File: config.mk
export PLATFORM = sky130hd
export DESIGN_NAME = quintic_takeoff_profile_unit
export DESIGN_NICKNAME = d
export VERILOG_FILES = /design/src/rtl/qtp_pkg.sv /design/src/rtl/quintic_takeoff_profile_unit.sv /design/src/rtl/qtp_divider.sv /design/src/rtl/qtp_datapath.sv /design/src/rtl/qtp_sequencer.sv
export SDC_FILE = /design/constraint.sdc
export NUM_CORES = 2
export LEC_CHECK = 0
export BUFFER_PORTS_ARGS = -buffer_cell sky130_fd_sc_hd__buf_4
export CAP_MARGIN = 30
export CORE_ASPECT_RATIO = 2
export CORE_MARGIN = 8
export CORE_UTILIZATION = 51
export CTS_BUF_LIST = sky130_fd_sc_hd__clkbuf_8 sky130_fd_sc_hd__clkbuf_16
export DETAILED_ROUTE_END_ITERATION = 10
export GPL_TIMING_DRIVEN = 0
export PLACE_DENSITY = 0.67
export SLEW_MARGIN = 5
export SYNTH_ARGS = -nofsm -noshare
export SYNTH_HDL_FRONTEND = slang
export SYNTH_SLANG_ARGS = --single-unit
File: constraint.sdc
create_clock -name clock -period 23.6 [get_ports clock]
set_clock_uncertainty 0.1 [all_clocks]
set_input_delay 3.54 -clock clock [delete_from_list [all_inputs] [get_ports clock]]
set_output_delay 3.54 -clock clock [all_outputs]
set_load 0.05 [all_outputs]
File: src/rtl/qtp_pkg.sv
// Package for the quintic takeoff profile unit: field widths, register
// indexes, reset values, blend coefficients, datapath operations and the microcode table.
// Depends on nothing.
`default_nettype none

package qtp_pkg;

   localparam int DUR_W       = 16;
   localparam int TICK_W      = 10;
   localparam int POS_W       = 24;
   localparam int RATE_W      = 32;
   localparam int DZ_MAG_W    = POS_W + 1;
   localparam int CSR_INDEX_W = 3;
   localparam int CSR_DATA_W  = 24;

   // Divider numerator widths, from the value bounds of each division:
   // acceleration first pass (FRAC_BITS + 37), its quotient (FRAC_BITS + 31),
   // velocity (35) and acceleration second pass (41).
   localparam int ACC1_NUM_EXTRA = 37;
   localparam int A1_EXTRA       = 31;
   localparam int VEL_NUM_W      = 35;
   localparam int ACC2_NUM_W     = 41;

   localparam logic [DUR_W-1:0]  MIN_DURATION_MS = 16'd100;
   localparam int                MS_PER_S        = 1000;
   localparam logic [DUR_W-1:0]  DURATION_RESET  = 16'd3000;
   localparam logic [TICK_W-1:0] TICK_RESET      = 10'd20;
   localparam logic [POS_W-1:0]  TARGET_Z_RESET  = 24'hFFF830;

   localparam int K_POS_3 = 10;
   localparam int K_POS_4 = 15;
   localparam int K_POS_5 = 6;
   localparam int K_VEL_2 = 30;
   localparam int K_VEL_3 = 60;
   localparam int K_VEL_4 = 30;
   localparam int K_ACC_1 = 60;
   localparam int K_ACC_2 = 180;
   localparam int K_ACC_3 = 120;

   typedef enum logic [CSR_INDEX_W-1:0] {
      CSR_DURATION = 3'd0,
      CSR_TICK     = 3'd1,
      CSR_START_X  = 3'd2,
      CSR_START_Y  = 3'd3,
      CSR_START_Z  = 3'd4,
      CSR_TARGET_Z = 3'd5
   } csr_index_type;

   typedef struct packed {
      logic [DUR_W-1:0]  duration_ms;
      logic [TICK_W-1:0] tick_ms;
      logic [POS_W-1:0]  start_x_mm;
      logic [POS_W-1:0]  start_y_mm;
      logic [POS_W-1:0]  start_z_mm;
      logic [POS_W-1:0]  target_z_mm;
   } cfg_type;

   typedef enum logic [4:0] {
      OP_NOP,
      OP_ACCEPT,
      OP_DIV_S,
      OP_S,
      OP_S2,
      OP_S3,
      OP_S4,
      OP_S5,
      OP_BLEND_POS,
      OP_BLEND_VEL,
      OP_BLEND_ACC,
      OP_MUL_POS,
      OP_POS,
      OP_MUL_VEL,
      OP_DIV_VEL,
      OP_VEL,
      OP_MUL_ACC,
      OP_DIV_ACC1,
      OP_DIV_ACC2,
      OP_ACC,
      OP_OUT
   } op_type;

   typedef enum logic [1:0] {
      C_NONE,
      C_NO_REQ,
      C_DIV_BUSY,
      C_OUT_FULL
   } cond_type;

   localparam int STEP_W      = 5;
   localparam int UCODE_DEPTH = 24;

   localparam logic [STEP_W-1:0] STEP_IDLE      = 5'd0;
   localparam logic [STEP_W-1:0] STEP_WAIT_S    = 5'd2;
   localparam logic [STEP_W-1:0] STEP_WAIT_VEL  = 5'd15;
   localparam logic [STEP_W-1:0] STEP_WAIT_ACC1 = 5'd19;
   localparam logic [STEP_W-1:0] STEP_WAIT_ACC2 = 5'd21;
   localparam logic [STEP_W-1:0] STEP_OUT       = 5'd23;

   // When cond holds, the step jumps to target and its operation is held off.
   typedef struct packed {
      op_type            op;
      cond_type          cond;
      logic [STEP_W-1:0] target;
      logic              last;
   } ucode_type;

   localparam ucode_type UCODE [UCODE_DEPTH] = '{
      '{OP_ACCEPT,    C_NO_REQ,   STEP_IDLE,      1'b0},
      '{OP_DIV_S,     C_NONE,     STEP_IDLE,      1'b0},
      '{OP_NOP,       C_DIV_BUSY, STEP_WAIT_S,    1'b0},
      '{OP_S,         C_NONE,     STEP_IDLE,      1'b0},
      '{OP_S2,        C_NONE,     STEP_IDLE,      1'b0},
      '{OP_S3,        C_NONE,     STEP_IDLE,      1'b0},
      '{OP_S4,        C_NONE,     STEP_IDLE,      1'b0},
      '{OP_S5,        C_NONE,     STEP_IDLE,      1'b0},
      '{OP_BLEND_POS, C_NONE,     STEP_IDLE,      1'b0},
      '{OP_BLEND_VEL, C_NONE,     STEP_IDLE,      1'b0},
      '{OP_BLEND_ACC, C_NONE,     STEP_IDLE,      1'b0},
      '{OP_MUL_POS,   C_NONE,     STEP_IDLE,      1'b0},
      '{OP_POS,       C_NONE,     STEP_IDLE,      1'b0},
      '{OP_MUL_VEL,   C_NONE,     STEP_IDLE,      1'b0},
      '{OP_DIV_VEL,   C_NONE,     STEP_IDLE,      1'b0},
      '{OP_NOP,       C_DIV_BUSY, STEP_WAIT_VEL,  1'b0},
      '{OP_VEL,       C_NONE,     STEP_IDLE,      1'b0},
      '{OP_MUL_ACC,   C_NONE,     STEP_IDLE,      1'b0},
      '{OP_DIV_ACC1,  C_NONE,     STEP_IDLE,      1'b0},
      '{OP_NOP,       C_DIV_BUSY, STEP_WAIT_ACC1, 1'b0},
      '{OP_DIV_ACC2,  C_NONE,     STEP_IDLE,      1'b0},
      '{OP_NOP,       C_DIV_BUSY, STEP_WAIT_ACC2, 1'b0},
      '{OP_ACC,       C_NONE,     STEP_IDLE,      1'b0},
      '{OP_OUT,       C_OUT_FULL, STEP_OUT,       1'b1}
   };

endpackage

`default_nettype wire

File: src/rtl/quintic_takeoff_profile_unit.sv
// Quintic minimum-jerk takeoff setpoint generator. Each request word is one
// control tick: the elapsed time restarts or advances by the tick period,
// saturating at the takeoff duration (at least 100 ms), and the response word
// carries the x/y start position, the blended height, the vertical velocity
// and acceleration (saturated to 32 bits) and a done flag once normalized
// time reaches one. Each word runs four divisions through the serial
// divider, which produces one quotient bit per cycle; the next request is
// taken as soon as the previous response is loaded into the output register.
// Configuration writes are taken every cycle and must only be issued while
// no word is in flight.
// Depends on qtp_pkg, qtp_sequencer, qtp_datapath and qtp_divider.
`default_nettype none

module quintic_takeoff_profile_unit import qtp_pkg::*; #(
   parameter int FRAC_BITS = 16
) (
   input  wire logic                   clock,
   input  wire logic                   reset,
   input  wire logic                   req_valid,
   output logic                        req_ready,
   input  wire logic                   req_restart,
   output logic                        rsp_valid,
   input  wire logic                   rsp_ready,
   output logic signed [POS_W-1:0]     rsp_pos_x_mm,
   output logic signed [POS_W-1:0]     rsp_pos_y_mm,
   output logic signed [POS_W-1:0]     rsp_pos_z_mm,
   output logic signed [RATE_W-1:0]    rsp_vel_z_mm_s,
   output logic signed [RATE_W-1:0]    rsp_acc_z_mm_s2,
   output logic                        rsp_done_res,
   input  wire logic                   csr_valid,
   output logic                        csr_ready,
   input  wire logic [CSR_INDEX_W-1:0] csr_index,
   input  wire logic [CSR_DATA_W-1:0]  csr_wdata
);

   cfg_type cfg_ff, cfg_in;
   op_type  op;
   logic    div_busy;

   assign csr_ready = 1'b1;

   always_comb begin
      cfg_in = cfg_ff;
      if (csr_valid) begin
         case (csr_index)
            CSR_DURATION: cfg_in.duration_ms = csr_wdata[DUR_W-1:0];
            CSR_TICK:     cfg_in.tick_ms     = csr_wdata[TICK_W-1:0];
            CSR_START_X:  cfg_in.start_x_mm  = csr_wdata[POS_W-1:0];
            CSR_START_Y:  cfg_in.start_y_mm  = csr_wdata[POS_W-1:0];
            CSR_START_Z:  cfg_in.start_z_mm  = csr_wdata[POS_W-1:0];
            CSR_TARGET_Z: cfg_in.target_z_mm = csr_wdata[POS_W-1:0];
            default: ;
         endcase
      end
   end

   always_ff @(posedge clock) begin
      if (reset) begin
         cfg_ff.duration_ms <= DURATION_RESET;
         cfg_ff.tick_ms     <= TICK_RESET;
         cfg_ff.start_x_mm  <= '0;
         cfg_ff.start_y_mm  <= '0;
         cfg_ff.start_z_mm  <= '0;
         cfg_ff.target_z_mm <= TARGET_Z_RESET;
      end else begin
         cfg_ff <= cfg_in;
      end
   end

   qtp_sequencer u_sequencer (
      .clock(clock),
      .reset(reset),
      .req_valid(req_valid),
      .req_ready(req_ready),
      .rsp_valid(rsp_valid),
      .rsp_ready(rsp_ready),
      .div_busy(div_busy),
      .op(op)
   );

   qtp_datapath #(
      .FRAC_BITS(FRAC_BITS)
   ) u_datapath (
      .clock(clock),
      .reset(reset),
      .op(op),
      .cfg(cfg_ff),
      .restart(req_restart),
      .div_busy(div_busy),
      .pos_x_mm(rsp_pos_x_mm),
      .pos_y_mm(rsp_pos_y_mm),
      .pos_z_mm(rsp_pos_z_mm),
      .vel_z_mm_s(rsp_vel_z_mm_s),
      .acc_z_mm_s2(rsp_acc_z_mm_s2),
      .done_res(rsp_done_res)
   );

endmodule

`default_nettype wire

File: src/rtl/qtp_divider.sv
// Restoring serial divider for the quintic takeoff profile unit, one
// quotient bit per cycle with a 16-bit divisor. Depends on qtp_pkg.
`default_nettype none

module qtp_divider import qtp_pkg::*; #(
   parameter int NUM_W = 53,
   localparam int LEN_W = $clog2(NUM_W + 1)
) (
   input  wire logic             clock,
   input  wire logic             reset,
   input  wire logic             start,
   input  wire logic [NUM_W-1:0] num,
   input  wire logic [LEN_W-1:0] len,
   input  wire logic [DUR_W-1:0] den,
   output logic                  busy,
   output logic [NUM_W-1:0]      quo
);

   logic [NUM_W-1:0] num_ff, num_in;
   logic [NUM_W-1:0] quo_ff, quo_in;
   logic [DUR_W-1:0] rem_ff, rem_in;
   logic [DUR_W-1:0] den_ff, den_in;
   logic [LEN_W-1:0] cnt_ff, cnt_in;
   logic [DUR_W:0]   trial;
   logic [DUR_W:0]   diff;
   logic             ge;

   assign busy = (cnt_ff != '0);
   assign quo  = quo_ff;

   // The numerator arrives left aligned, so len steps leave the quotient
   // in the low bits of quo_ff.
   always_comb begin
      trial  = {rem_ff, num_ff[NUM_W-1]};
      diff   = trial - {1'b0, den_ff};
      ge     = (trial >= {1'b0, den_ff});
      num_in = num_ff;
      quo_in = quo_ff;
      rem_in = rem_ff;
      den_in = den_ff;
      cnt_in = cnt_ff;
      if (start) begin
         num_in = num;
         quo_in = '0;
         rem_in = '0;
         den_in = den;
         cnt_in = len;
      end else if (busy) begin
         num_in = {num_ff[NUM_W-2:0], 1'b0};
         quo_in = {quo_ff[NUM_W-2:0], ge};
         rem_in = ge ? diff[DUR_W-1:0] : trial[DUR_W-1:0];
         cnt_in = cnt_ff - LEN_W'(1);
      end
   end

   always_ff @(posedge clock) begin
      if (reset) begin
         cnt_ff <= '0;
      end else begin
         cnt_ff <= cnt_in;
      end
   end

   always_ff @(posedge clock) begin
      num_ff <= num_in;
      quo_ff <= quo_in;
      rem_ff <= rem_in;
      den_ff <= den_in;
   end

endmodule

`default_nettype wire

File: src/rtl/qtp_datapath.sv
// Datapath of the quintic takeoff profile unit: elapsed-time counter, power
// and blend registers, one shared multiplier, the serial divider and the
// result word registers. Depends on qtp_pkg and qtp_divider.
`default_nettype none

module qtp_datapath import qtp_pkg::*; #(
   parameter int FRAC_BITS = 16
) (
   input  wire logic                     clock,
   input  wire logic                     reset,
   input  wire op_type                   op,
   input  wire cfg_type                  cfg,
   input  wire logic                     restart,
   output logic                          div_busy,
   output logic signed [POS_W-1:0]       pos_x_mm,
   output logic signed [POS_W-1:0]       pos_y_mm,
   output logic signed [POS_W-1:0]       pos_z_mm,
   output logic signed [RATE_W-1:0]      vel_z_mm_s,
   output logic signed [RATE_W-1:0]      acc_z_mm_s2,
   output logic                          done_res
);

   localparam int S_W    = FRAC_BITS + 1;
   localparam int BL_W   = FRAC_BITS + 4;
   localparam int BX_W   = FRAC_BITS + 10;
   localparam int MA_W   = DZ_MAG_W;
   localparam int P_W    = MA_W + BL_W;
   localparam int PK_W   = P_W + 10;
   localparam int ZS_W   = P_W - FRAC_BITS + 2;
   localparam int NUM_W  = FRAC_BITS + ACC1_NUM_EXTRA;
   localparam int A1_W   = FRAC_BITS + A1_EXTRA;
   localparam int A1K_W  = A1_W + 10;
   localparam int LEN_W  = $clog2(NUM_W + 1);
   localparam int LEN_S  = FRAC_BITS + DUR_W;

   localparam logic [S_W-1:0]   S_ONE   = {1'b1, {FRAC_BITS{1'b0}}};
   localparam logic [NUM_W-1:0] S_ONE_N = NUM_W'(S_ONE);

   localparam logic signed [BX_W-1:0] C_P3 = BX_W'(K_POS_3);
   localparam logic signed [BX_W-1:0] C_P4 = BX_W'(K_POS_4);
   localparam logic signed [BX_W-1:0] C_P5 = BX_W'(K_POS_5);
   localparam logic signed [BX_W-1:0] C_V2 = BX_W'(K_VEL_2);
   localparam logic signed [BX_W-1:0] C_V3 = BX_W'(K_VEL_3);
   localparam logic signed [BX_W-1:0] C_V4 = BX_W'(K_VEL_4);
   localparam logic signed [BX_W-1:0] C_A1 = BX_W'(K_ACC_1);
   localparam logic signed [BX_W-1:0] C_A2 = BX_W'(K_ACC_2);
   localparam logic signed [BX_W-1:0] C_A3 = BX_W'(K_ACC_3);

   logic [DUR_W-1:0]        elapsed_ff, elapsed_in;
   logic [S_W-1:0]          s_ff, s_in, s2_ff, s2_in, s3_ff, s3_in;
   logic [S_W-1:0]          s4_ff, s4_in, s5_ff, s5_in;
   logic signed [BL_W-1:0]  b_ff, b_in, bv_ff, bv_in, ba_ff, ba_in;
   logic [P_W-1:0]          prod_ff, prod_in;
   logic                    neg_ff, neg_in;
   logic [POS_W-1:0]        posz_ff, posz_in;
   logic [RATE_W-1:0]       vel_ff, vel_in, acc_ff, acc_in;
   logic [POS_W-1:0]        rsp_x_ff, rsp_x_in, rsp_y_ff, rsp_y_in, rsp_z_ff, rsp_z_in;
   logic [RATE_W-1:0]       rsp_vel_ff, rsp_vel_in, rsp_acc_ff, rsp_acc_in;
   logic                    rsp_done_ff, rsp_done_in;

   logic [DUR_W-1:0]        d_eff;
   logic [DUR_W:0]          tick_sum;
   logic signed [BX_W-1:0]  s1x, s2x, s3x, s4x, s5x;
   logic signed [BX_W-1:0]  b_x, bv_x, ba_x;
   logic signed [DZ_MAG_W-1:0] dz;
   logic                    dz_neg;
   logic [MA_W-1:0]         dz_mag;
   logic signed [BL_W-1:0]  blend_sel;
   logic                    blend_neg;
   logic [BL_W-1:0]         blend_mag;
   logic [MA_W-1:0]         mul_a;
   logic [BL_W-1:0]         mul_b;
   logic [P_W-1:0]          mul_p;
   logic [PK_W-1:0]         prod_k;
   logic [A1K_W-1:0]        a1k;
   logic signed [ZS_W-1:0]  sz_x, sh_x, z_x;
   logic [POS_W-1:0]        z_sat;
   logic [S_W-1:0]          s_clamp;
   logic                    div_start;
   logic [NUM_W-1:0]        div_num;
   logic [LEN_W-1:0]        div_len;
   logic [NUM_W-1:0]        quo;

   // Saturate a magnitude with a sign to a 32-bit two's complement value.
   function automatic logic [RATE_W-1:0] sat_rate(input logic [NUM_W-1:0] mag,
                                                   input logic neg);
      logic [NUM_W-1:0] lim;
      lim = NUM_W'(1) << (RATE_W - 1);
      if (neg) begin
         sat_rate = (mag > lim) ? lim[RATE_W-1:0] : RATE_W'(0) - mag[RATE_W-1:0];
      end else begin
         sat_rate = (mag > lim - NUM_W'(1)) ? lim[RATE_W-1:0] - RATE_W'(1)
                                           : mag[RATE_W-1:0];
      end
   endfunction

   assign d_eff    = (cfg.duration_ms < MIN_DURATION_MS) ? MIN_DURATION_MS : cfg.duration_ms;
   assign tick_sum = {1'b0, elapsed_ff} + (DUR_W + 1)'(cfg.tick_ms);

   assign s1x = signed'(BX_W'(s_ff));
   assign s2x = signed'(BX_W'(s2_ff));
   assign s3x = signed'(BX_W'(s3_ff));
   assign s4x = signed'(BX_W'(s4_ff));
   assign s5x = signed'(BX_W'(s5_ff));
   assign b_x  = C_P3 * s3x - C_P4 * s4x + C_P5 * s5x;
   assign bv_x = C_V2 * s2x - C_V3 * s3x + C_V4 * s4x;
   assign ba_x = C_A1 * s1x - C_A2 * s2x + C_A3 * s3x;

   assign dz     = signed'({cfg.target_z_mm[POS_W-1], cfg.target_z_mm})
                 - signed'({cfg.start_z_mm[POS_W-1], cfg.start_z_mm});
   assign dz_neg = dz[DZ_MAG_W-1];
   assign dz_mag = dz_neg ? MA_W'(0) - MA_W'(dz) : MA_W'(dz);

   always_comb begin
      case (op)
         OP_MUL_POS: blend_sel = b_ff;
         OP_MUL_VEL: blend_sel = bv_ff;
         default:    blend_sel = ba_ff;
      endcase
      blend_neg = blend_sel[BL_W-1];
      blend_mag = blend_neg ? BL_W'(0) - BL_W'(blend_sel) : BL_W'(blend_sel);
   end

   // One shared multiplier: powers of s, then |dz| times a blend magnitude.
   always_comb begin
      case (op)
         OP_S2: begin
            mul_a = MA_W'(s_ff);
            mul_b = BL_W'(s_ff);
         end
         OP_S3: begin
            mul_a = MA_W'(s2_ff);
            mul_b = BL_W'(s_ff);
         end
         OP_S4: begin
            mul_a = MA_W'(s3_ff);
            mul_b = BL_W'(s_ff);
         end
         OP_S5: begin
            mul_a = MA_W'(s4_ff);
            mul_b = BL_W'(s_ff);
         end
         default: begin
            mul_a = dz_mag;
            mul_b = blend_mag;
         end
      endcase
      mul_p = P_W'(mul_a) * P_W'(mul_b);
   end

   assign prod_k = PK_W'(prod_ff) * PK_W'(MS_PER_S);
   assign a1k    = A1K_W'(quo[A1_W-1:0]) * A1K_W'(MS_PER_S);

   assign sz_x  = signed'({{(ZS_W - POS_W){cfg.start_z_mm[POS_W-1]}}, cfg.start_z_mm});
   assign sh_x  = signed'(ZS_W'(prod_ff[P_W-1:FRAC_BITS]));
   assign z_x   = neg_ff ? sz_x - sh_x : sz_x + sh_x;
   // The sum fits in 24 bits when all bits above bit 22 agree.
   assign z_sat = ((&z_x[ZS_W-1:POS_W-1]) || !(|z_x[ZS_W-1:POS_W-1]))
                ? z_x[POS_W-1:0]
                : (z_x[ZS_W-1] ? {1'b1, {(POS_W-1){1'b0}}} : {1'b0, {(POS_W-1){1'b1}}});

   assign s_clamp = (quo > S_ONE_N) ? S_ONE : quo[S_W-1:0];

   always_comb begin
      div_start = 1'b0;
      div_num   = '0;
      div_len   = '0;
      case (op)
         OP_DIV_S: begin
            div_start = 1'b1;
            div_num   = {elapsed_ff, {(NUM_W - DUR_W){1'b0}}};
            div_len   = LEN_W'(LEN_S);
         end
         OP_DIV_VEL: begin
            div_start = 1'b1;
            div_num   = {prod_k[FRAC_BITS +: VEL_NUM_W], {(NUM_W - VEL_NUM_W){1'b0}}};
            div_len   = LEN_W'(VEL_NUM_W);
         end
         OP_DIV_ACC1: begin
            div_start = 1'b1;
            div_num   = prod_k[NUM_W-1:0];
            div_len   = LEN_W'(NUM_W);
         end
         OP_DIV_ACC2: begin
            div_start = 1'b1;
            div_num   = {a1k[FRAC_BITS +: ACC2_NUM_W], {(NUM_W - ACC2_NUM_W){1'b0}}};
            div_len   = LEN_W'(ACC2_NUM_W);
         end
         default: ;
      endcase
   end

   qtp_divider #(
      .NUM_W(NUM_W)
   ) u_divider (
      .clock(clock),
      .reset(reset),
      .start(div_start),
      .num(div_num),
      .len(div_len),
      .den(d_eff),
      .busy(div_busy),
      .quo(quo)
   );

   always_comb begin
      elapsed_in  = elapsed_ff;
      s_in        = s_ff;
      s2_in       = s2_ff;
      s3_in       = s3_ff;
      s4_in       = s4_ff;
      s5_in       = s5_ff;
      b_in        = b_ff;
      bv_in       = bv_ff;
      ba_in       = ba_ff;
      prod_in     = prod_ff;
      neg_in      = neg_ff;
      posz_in     = posz_ff;
      vel_in      = vel_ff;
      acc_in      = acc_ff;
      rsp_x_in    = rsp_x_ff;
      rsp_y_in    = rsp_y_ff;
      rsp_z_in    = rsp_z_ff;
      rsp_vel_in  = rsp_vel_ff;
      rsp_acc_in  = rsp_acc_ff;
      rsp_done_in = rsp_done_ff;
      case (op)
         OP_ACCEPT: begin
            if (restart) begin
               elapsed_in = '0;
            end else if (tick_sum > {1'b0, d_eff}) begin
               elapsed_in = d_eff;
            end else begin
               elapsed_in = tick_sum[DUR_W-1:0];
            end
         end
         OP_S:         s_in  = s_clamp;
         OP_S2:        s2_in = mul_p[FRAC_BITS +: S_W];
         OP_S3:        s3_in = mul_p[FRAC_BITS +: S_W];
         OP_S4:        s4_in = mul_p[FRAC_BITS +: S_W];
         OP_S5:        s5_in = mul_p[FRAC_BITS +: S_W];
         OP_BLEND_POS: b_in  = b_x[BL_W-1:0];
         OP_BLEND_VEL: bv_in = bv_x[BL_W-1:0];
         OP_BLEND_ACC: ba_in = ba_x[BL_W-1:0];
         OP_MUL_POS, OP_MUL_VEL, OP_MUL_ACC: begin
            prod_in = mul_p;
            neg_in  = dz_neg ^ blend_neg;
         end
         OP_POS:       posz_in = z_sat;
         OP_VEL:       vel_in  = sat_rate(quo, neg_ff);
         OP_ACC:       acc_in  = sat_rate(quo, neg_ff);
         OP_OUT: begin
            rsp_x_in    = cfg.start_x_mm;
            rsp_y_in    = cfg.start_y_mm;
            rsp_z_in    = posz_ff;
            rsp_vel_in  = vel_ff;
            rsp_acc_in  = acc_ff;
            rsp_done_in = (s_ff == S_ONE);
         end
         default: ;
      endcase
   end

   always_ff @(posedge clock) begin
      if (reset) begin
         elapsed_ff <= '0;
      end else begin
         elapsed_ff <= elapsed_in;
      end
   end

   always_ff @(posedge clock) begin
      s_ff        <= s_in;
      s2_ff       <= s2_in;
      s3_ff       <= s3_in;
      s4_ff       <= s4_in;
      s5_ff       <= s5_in;
      b_ff        <= b_in;
      bv_ff       <= bv_in;
      ba_ff       <= ba_in;
      prod_ff     <= prod_in;
      neg_ff      <= neg_in;
      posz_ff     <= posz_in;
      vel_ff      <= vel_in;
      acc_ff      <= acc_in;
      rsp_x_ff    <= rsp_x_in;
      rsp_y_ff    <= rsp_y_in;
      rsp_z_ff    <= rsp_z_in;
      rsp_vel_ff  <= rsp_vel_in;
      rsp_acc_ff  <= rsp_acc_in;
      rsp_done_ff <= rsp_done_in;
   end

   assign pos_x_mm    = signed'(rsp_x_ff);
   assign pos_y_mm    = signed'(rsp_y_ff);
   assign pos_z_mm    = signed'(rsp_z_ff);
   assign vel_z_mm_s  = signed'(rsp_vel_ff);
   assign acc_z_mm_s2 = signed'(rsp_acc_ff);
   assign done_res    = rsp_done_ff;

endmodule

`default_nettype wire

File: src/rtl/qtp_sequencer.sv
// Microcode sequencer of the quintic takeoff profile unit: step counter,
// control word fetch, conditional jumps and the result valid flag.
// Depends on qtp_pkg.
`default_nettype none

module qtp_sequencer import qtp_pkg::*; (
   input  wire logic clock,
   input  wire logic reset,
   input  wire logic req_valid,
   output logic      req_ready,
   output logic      rsp_valid,
   input  wire logic rsp_ready,
   input  wire logic div_busy,
   output op_type    op
);

   logic [STEP_W-1:0] pc_ff, pc_in;
   logic              rsp_valid_ff, rsp_valid_in;
   ucode_type         word;
   logic              hold;

   assign word = UCODE[pc_ff];

   always_comb begin
      case (word.cond)
         C_NONE:     hold = 1'b0;
         C_NO_REQ:   hold = !req_valid;
         C_DIV_BUSY: hold = div_busy;
         C_OUT_FULL: hold = rsp_valid_ff && !rsp_ready;
         default:    hold = 1'b0;
      endcase

      if (hold) begin
         pc_in = word.target;
      end else if (word.last) begin
         pc_in = STEP_IDLE;
      end else begin
         pc_in = pc_ff + STEP_W'(1);
      end

      op = hold ? OP_NOP : word.op;

      // A new word loads the output register in the same cycle the old one leaves.
      if (op == OP_OUT) begin
         rsp_valid_in = 1'b1;
      end else if (rsp_ready) begin
         rsp_valid_in = 1'b0;
      end else begin
         rsp_valid_in = rsp_valid_ff;
      end
   end

   assign req_ready = (word.cond == C_NO_REQ);
   assign rsp_valid = rsp_valid_ff;

   always_ff @(posedge clock) begin
      if (reset) begin
         pc_ff        <= STEP_IDLE;
         rsp_valid_ff <= 1'b0;
      end else begin
         pc_ff        <= pc_in;
         rsp_valid_ff <= rsp_valid_in;
      end
   end

endmodule

`default_nettype wire
* Word-level counts from Yosys, hierarchy flattened
Memories as Yosys holds them, arrays and structs flattened. Cells that the tools add are included.
Word-level totals: register bits after elaboration 704, memory bits (read-only) 416, output and inout bits 140, logic and storage cells 151, memories 1
Cells by class: $add $sub $neg 16, multiply operators 12, magnitude comparators 7, equality and inequality tests 29, muxes and demuxes 30, bitwise operators 2, reduce and logical (&&, ||, !) cells 21
Memory list:
- (name not given) | words 32, bits a word 13, rd ports 1, clocked after memory_dff 0, wr ports 0, line qtp_sequencer.sv:22 | assign word = UCODE[pc_ff];
Operators by type and width (count):
- $pmux 53 s4 | 1
- $mux 53 | 2
- $pmux 25 s4 | 1
- $mux 32 | 3
- $mux 16 | 4
- $add 20x20->20 | 3
- $sub 20x20->20 | 3
- $mul 47x7->54 const B | 1
- $gt 53x17->1 const B | 1
- $gt 53x31->1 const B | 1
- $gt 53x32->1 const B | 1
- $mul 45x7->50 const B | 1
- $mux 24 | 2
- $mul 25x20->45 | 1
- $eq 5x4->1 const B | 8
- $mux 20 | 2
- $pmux 20 s2 | 1
- $mul 4x17->19 const A | 2
- $mul 4x17->18 const A | 2
- $sub 1x32->32 const A | 1
- $add 24x30->31 | 1
- $mux 31 | 1
- $sub 24x30->31 | 1
- $mux 13 | 2
- other kinds (46) | 71

* Longest topological paths before layout
word-level depth 13, gate-level depth with buffers 43

* By module
Synthesis repeated with hierarchy kept, for this count alone.
Unflattened totals: cells, all modules 7818, area total of the unflattened synthesis 78330.1 µm²
Modules (own cells, without submodules):
- qtp_datapath | times used 1, cells an instance 6668, area an instance 66297.3 µm²
- qtp_divider | times used 1, cells an instance 600, area an instance 6402.4 µm²
- quintic_takeoff_profile_unit | times used 1, cells an instance 457, area an instance 4899.7 µm²
- qtp_sequencer | times used 1, cells an instance 93, area an instance 730.7 µm²

* Least setup slack after synthesis
Ideal clock, no wire load.
path type in2reg, start in rsp_ready, end reg u_datapath.prod_ff[44], data pin, library setup time 0.261 ns, data arrival time 13.138 ns, data required time 23.239 ns, slack 10.100 ns, stages on the path 37, path through nand2b_1 -> mux2i_1 -> a2111o_1 -> nor2_4 -> buf_4 -> buf_4 -> a22oi_1 -> ha_1 -> inv_1 -> nor4_2 -> a41oi_1 -> xnor2_2 -> o21ai_2 -> buf_4 -> nand2_1 -> fa_1 -> inv_1 -> fa_1 -> fa_1 -> fa_1 -> fa_1 -> fa_1 -> inv_1 -> fa_1 -> inv_1 -> ha_1 -> a2111oi_0 -> o21ai_0 -> o311ai_0 -> o22ai_1 -> a21o_1 -> o41ai_1 -> o21ai_0 -> or4b_2 -> a31oi_1 -> o21ai_0 -> xnor2_1
Between the ends: longest elaborated chain between the ends 10, elaborated cells on any way between the ends 17, classes of those cells 1 x add/sub; 1 x mul; 6 x eq/ne; 6 x mux; 3 x reduce/logical
RTL lines:
- start: declaration | line quintic_takeoff_profile_unit.sv:23 | input wire logic rsp_ready,
- $logic_not 1->1 * | line qtp_sequencer.sv:29 | C_OUT_FULL: hold = rsp_valid_ff && !rsp_ready;
- $logic_and 1x1->1 * | line qtp_sequencer.sv:29
- $pmux 1 s4 * | line qtp_sequencer.sv:25 | case (word.cond)
- $mux 5 * | line qtp_sequencer.sv:41 | op = hold ? OP_NOP : word.op;
- $eq 5x4->1 | line qtp_datapath.sv:115 | case (op)
- $pmux 20 s2 | line qtp_datapath.sv:115
- $sub 1x20->20 | line qtp_datapath.sv:121 | blend_mag = blend_neg ? BL_W'(0) - BL_W'(blend_sel) : BL_W'(blend_sel);
- $mux 20 | line qtp_datapath.sv:121
- $mux 20 | line qtp_datapath.sv:126 | case (op)
- $mul 25x20->45 * | line qtp_datapath.sv:148 | mul_p = P_W'(mul_a) * P_W'(mul_b);
- net u_datapath.mul_p[44] | line qtp_datapath.sv:73 | logic [P_W-1:0] mul_p;
- end signal: assignment | line qtp_datapath.sv:281 | prod_ff <= prod_in;
- end: declaration | line qtp_datapath.sv:53 | logic [P_W-1:0] prod_ff, prod_in;
The timed path passes the listed nets; every way through them passes the cells marked *. A chain may end at the register's enable or synchronous reset.

* Worst setup path in the final report
start in rsp_ready, end reg u_datapath.prod_ff[39], data pin
Same word-level chain as after synthesis.

==> reports/qor.txt <==
Post-synth top area share = 0.265
Post-synthesis adder-cell area fraction = 0.394
Part of the cycle the worst path needs = 0.745
I/O pins = 173
Distinct cell type count after synthesis = 102
FILL cells = 13084
Met1 GRT Util = 0.301
Cts hold-fix bufs = 0
GRT Util Overall = 0.343
CP Data Arrival Time = 17.81 ns
M2 GR Usage = 0.631
Simple-Gate Fraction of Synth Area = 0.124
Worst hold-check path type = reg -> reg
Fin. Hold Viols = 0
Skew-Pair Late Insertion Delay = 0.69 ns
Cell taking the most area after synthesis = fa_1
Vias in the first global route = 63228
Post-route DRC = 0
Most instantiated cells after synthesis = 1005 x fa_1, 950 x nand2_1, 916 x inv_1, 785 x ha_1, 520 x a21oi_1
Post-synth net total = 9424
R2R Setup Slk = 7.60 ns
GR peak layer = met2
Largest net degree at the start of global routing = 95
Crit path max-delay family = adder cells
Slowest Stage Delay on Critical Path = 0.83 ns
First-pass GRT wire length = 404000 um
Critical Path Start Type = input port
Syn Area/Cell = 10.0 um^2
Final RePlAce weighted congestion = 1.04
Crit path kind = in -> reg
Largest family of logic cells by synthesized area = adder cells
Avg WL per Cell = 27.9 um
Gr ovfl total = 0
Sequential cell area fraction in the yosys report = 0.247
RR Endpoint = u_datapath.prod_ff[39]$_DFFE_PP_
RSZ-0062 raised after global routing = false
Syn Std Cell Area = 76000 um^2
Synth top area cells = fa_1 26%, edfxtp_1 19%, ha_1 13%
Cells after synthesis = 7601
Buf/Inv on CP = 9
Total CTS buffers = 68
Height of the die = 562 um
Clk buf depth = 3
RR Startpoint = u_sequencer.pc_ff[0]$_SDFF_PP0_
Post-synthesis mux area share = 0.00528
Critical Path End Type = register
Starting Density = 0.513
Setup bufs post-CTS = 0
Count leader, synth = fa_1
Outcome = complete, no violations
Post-synthesis compound-gate area fraction = 0.123
Crit path launch = rsp_ready
IO Port Bufs = 171
Crit path time final = 17.58 ns
Post-Synth XOR/XNOR Area = 0.0467
Final setup vio count = 0
Share of post-route cells with drive strength above 1 = 0.0662
Met3 Use GR = 0.0523
Routed vias/inst = 5.92
CP endpoint = u_datapath.prod_ff[39]$_DFFE_PP_
Final nets = 9747
Starting DRC count in detailed routing = 3508
Yosys warns = 0
Area Growth Syn to Fin = 9.54%
Worst Reg-to-Reg Cells = 36
CTS sink cnt = 698
Final HPWL DP = 230000 um
CP Max Fanout = 26
Core Footprint = 148000 um^2
Relative slew slack = 0.256
Post-synth EDFFs = 479
CTS clock-pin slew for the worst setup and hold paths = 0.06 ns
Synth Register Bits = 698
DIE AREA = 162000 um^2
Ys async rst share = 0
Post-cts sizing count = 0
CTS tree = yes
Cell repeated most along the worst path = fa_1
Number of max-cap violations = 0
Worst slew pin tran = 1.11 ns
DR pass1 iterations = 6
Root buf cell = clkbuf_16
Worst Hold Slack = 0.318 ns
Slew Viols, Final = 0
Antenna-violating nets left = 0
Crit path required time = 23.83 ns
Critical path's slowest cell = xnor2_1
Row Count = 200
Setup TNS = 0 ns
Die Width = 289 um
Ys flop type = edfxtp_1
Vias = 58632
Final WL = 276000 um
Critical path depth = 34
Fmax = 56.9 MHz
H-tree depth = 3
Initial antenna violation count = 6
## routing by layer
layer	vias up	wire (um)
li1	26321	-
met2	1959	145000
met1	29334	80900
met5	-	17
met3	1016	12700
met4	2	37400
## area by class of cell
cell class / count / area (um^2) / area share
well taps: 1919 / 2400 / 0.0288
flip-flops and latches: 698 / 18800 / 0.225
multi-input cells: 5719 / 52800 / 0.634
clock inverters: 47 / 485 / 0.00583
diodes: 3 / 7.51 / 0.0000902
inverters: 917 / 3450 / 0.0414
clock buffers: 79 / 1910 / 0.0229
repair buffers: 253 / 2310 / 0.0278
plain buffers: 267 / 1110 / 0.0133
## through the flow
step           cells  area (um^2)  setup slack (ns)  utilization
2_1_floorplan   7601        76000             10.10            -
3_3_place_gp    9691        79700              3.63        0.538
3_5_place_dp    9756        80600              5.70        0.544
4_1_cts         9882        83000              6.39        0.560
5_1_grt         9901        83200              5.89        0.562
6_report        9902        83200              6.02        0.562
## layout by cell type (no fill, tap or decap), drive strengths merged, types with 74 or more instances in the layout
cell type and instances:
and3 74, and2 134, inv 937, nand2 950, o21ai 241, nand3 108, dfxtp 219, ha 785
nor2 367, xor2 130, xnor2 271, nor3 109, a21oi 521, a21o 109, clkbuf 277, edfxtp 479
buf 321, fa 1005
## worst min path at each step
stage,slack [ns],depth (start not counted),from,to
CTS,0.32,0,u_datapath.vel_ff[11]$_DFFE_PN_,u_datapath.vel_z_mm_s[11]$_DFFE_PP_
finish,0.32,0,u_datapath.acc_ff[20]$_DFFE_PN_,u_datapath.acc_z_mm_s2[20]$_DFFE_PP_
detailed placement,0.30,0,u_datapath.acc_ff[18]$_DFFE_PN_,u_datapath.acc_z_mm_s2[18]$_DFFE_PP_
floorplan,0.30,0,u_datapath.acc_ff[0]$_DFFE_PN_,u_datapath.acc_z_mm_s2[0]$_DFFE_PP_
global route,0.32,0,u_datapath.vel_ff[10]$_DFFE_PN_,u_datapath.vel_z_mm_s[10]$_DFFE_PP_
global placement,0.30,0,u_datapath.vel_ff[24]$_DFFE_PN_,u_datapath.vel_z_mm_s[24]$_DFFE_PP_
## state kept, by name, indices dropped and copies added, names as in the netlist, 24 cells and up
signal / flops
cfg_ff: 122
u_datapath.posz_ff: 24
u_datapath.pos_x_mm: 24
u_datapath.pos_y_mm: 24
u_datapath.u_divider.num_ff: 50
u_datapath.prod_ff: 45
u_datapath.vel_z_mm_s: 32
u_datapath.acc_ff: 32
u_datapath.u_divider.quo: 53
u_datapath.vel_ff: 32
u_datapath.acc_z_mm_s2: 32
u_datapath.pos_z_mm: 24
## cells by family (layout without fill, tap and decap cells)
logic type / after synthesis / count (layout)
AOI/OAI and AO/OA: 1444 / 1444
DFF: 698 / 698
buffers and inverters: 1184 / 1563
xor gates and xnor gates: 402 / 402
other: 1 / 4
muxes: 38 / 38
and+or+nand+nor: 2044 / 2044
adders and majority gates: 1790 / 1790
Power is left out: the tool's default activity adds up to more than one toggle a clock period on the data nets, which glitch-free logic cannot reach.
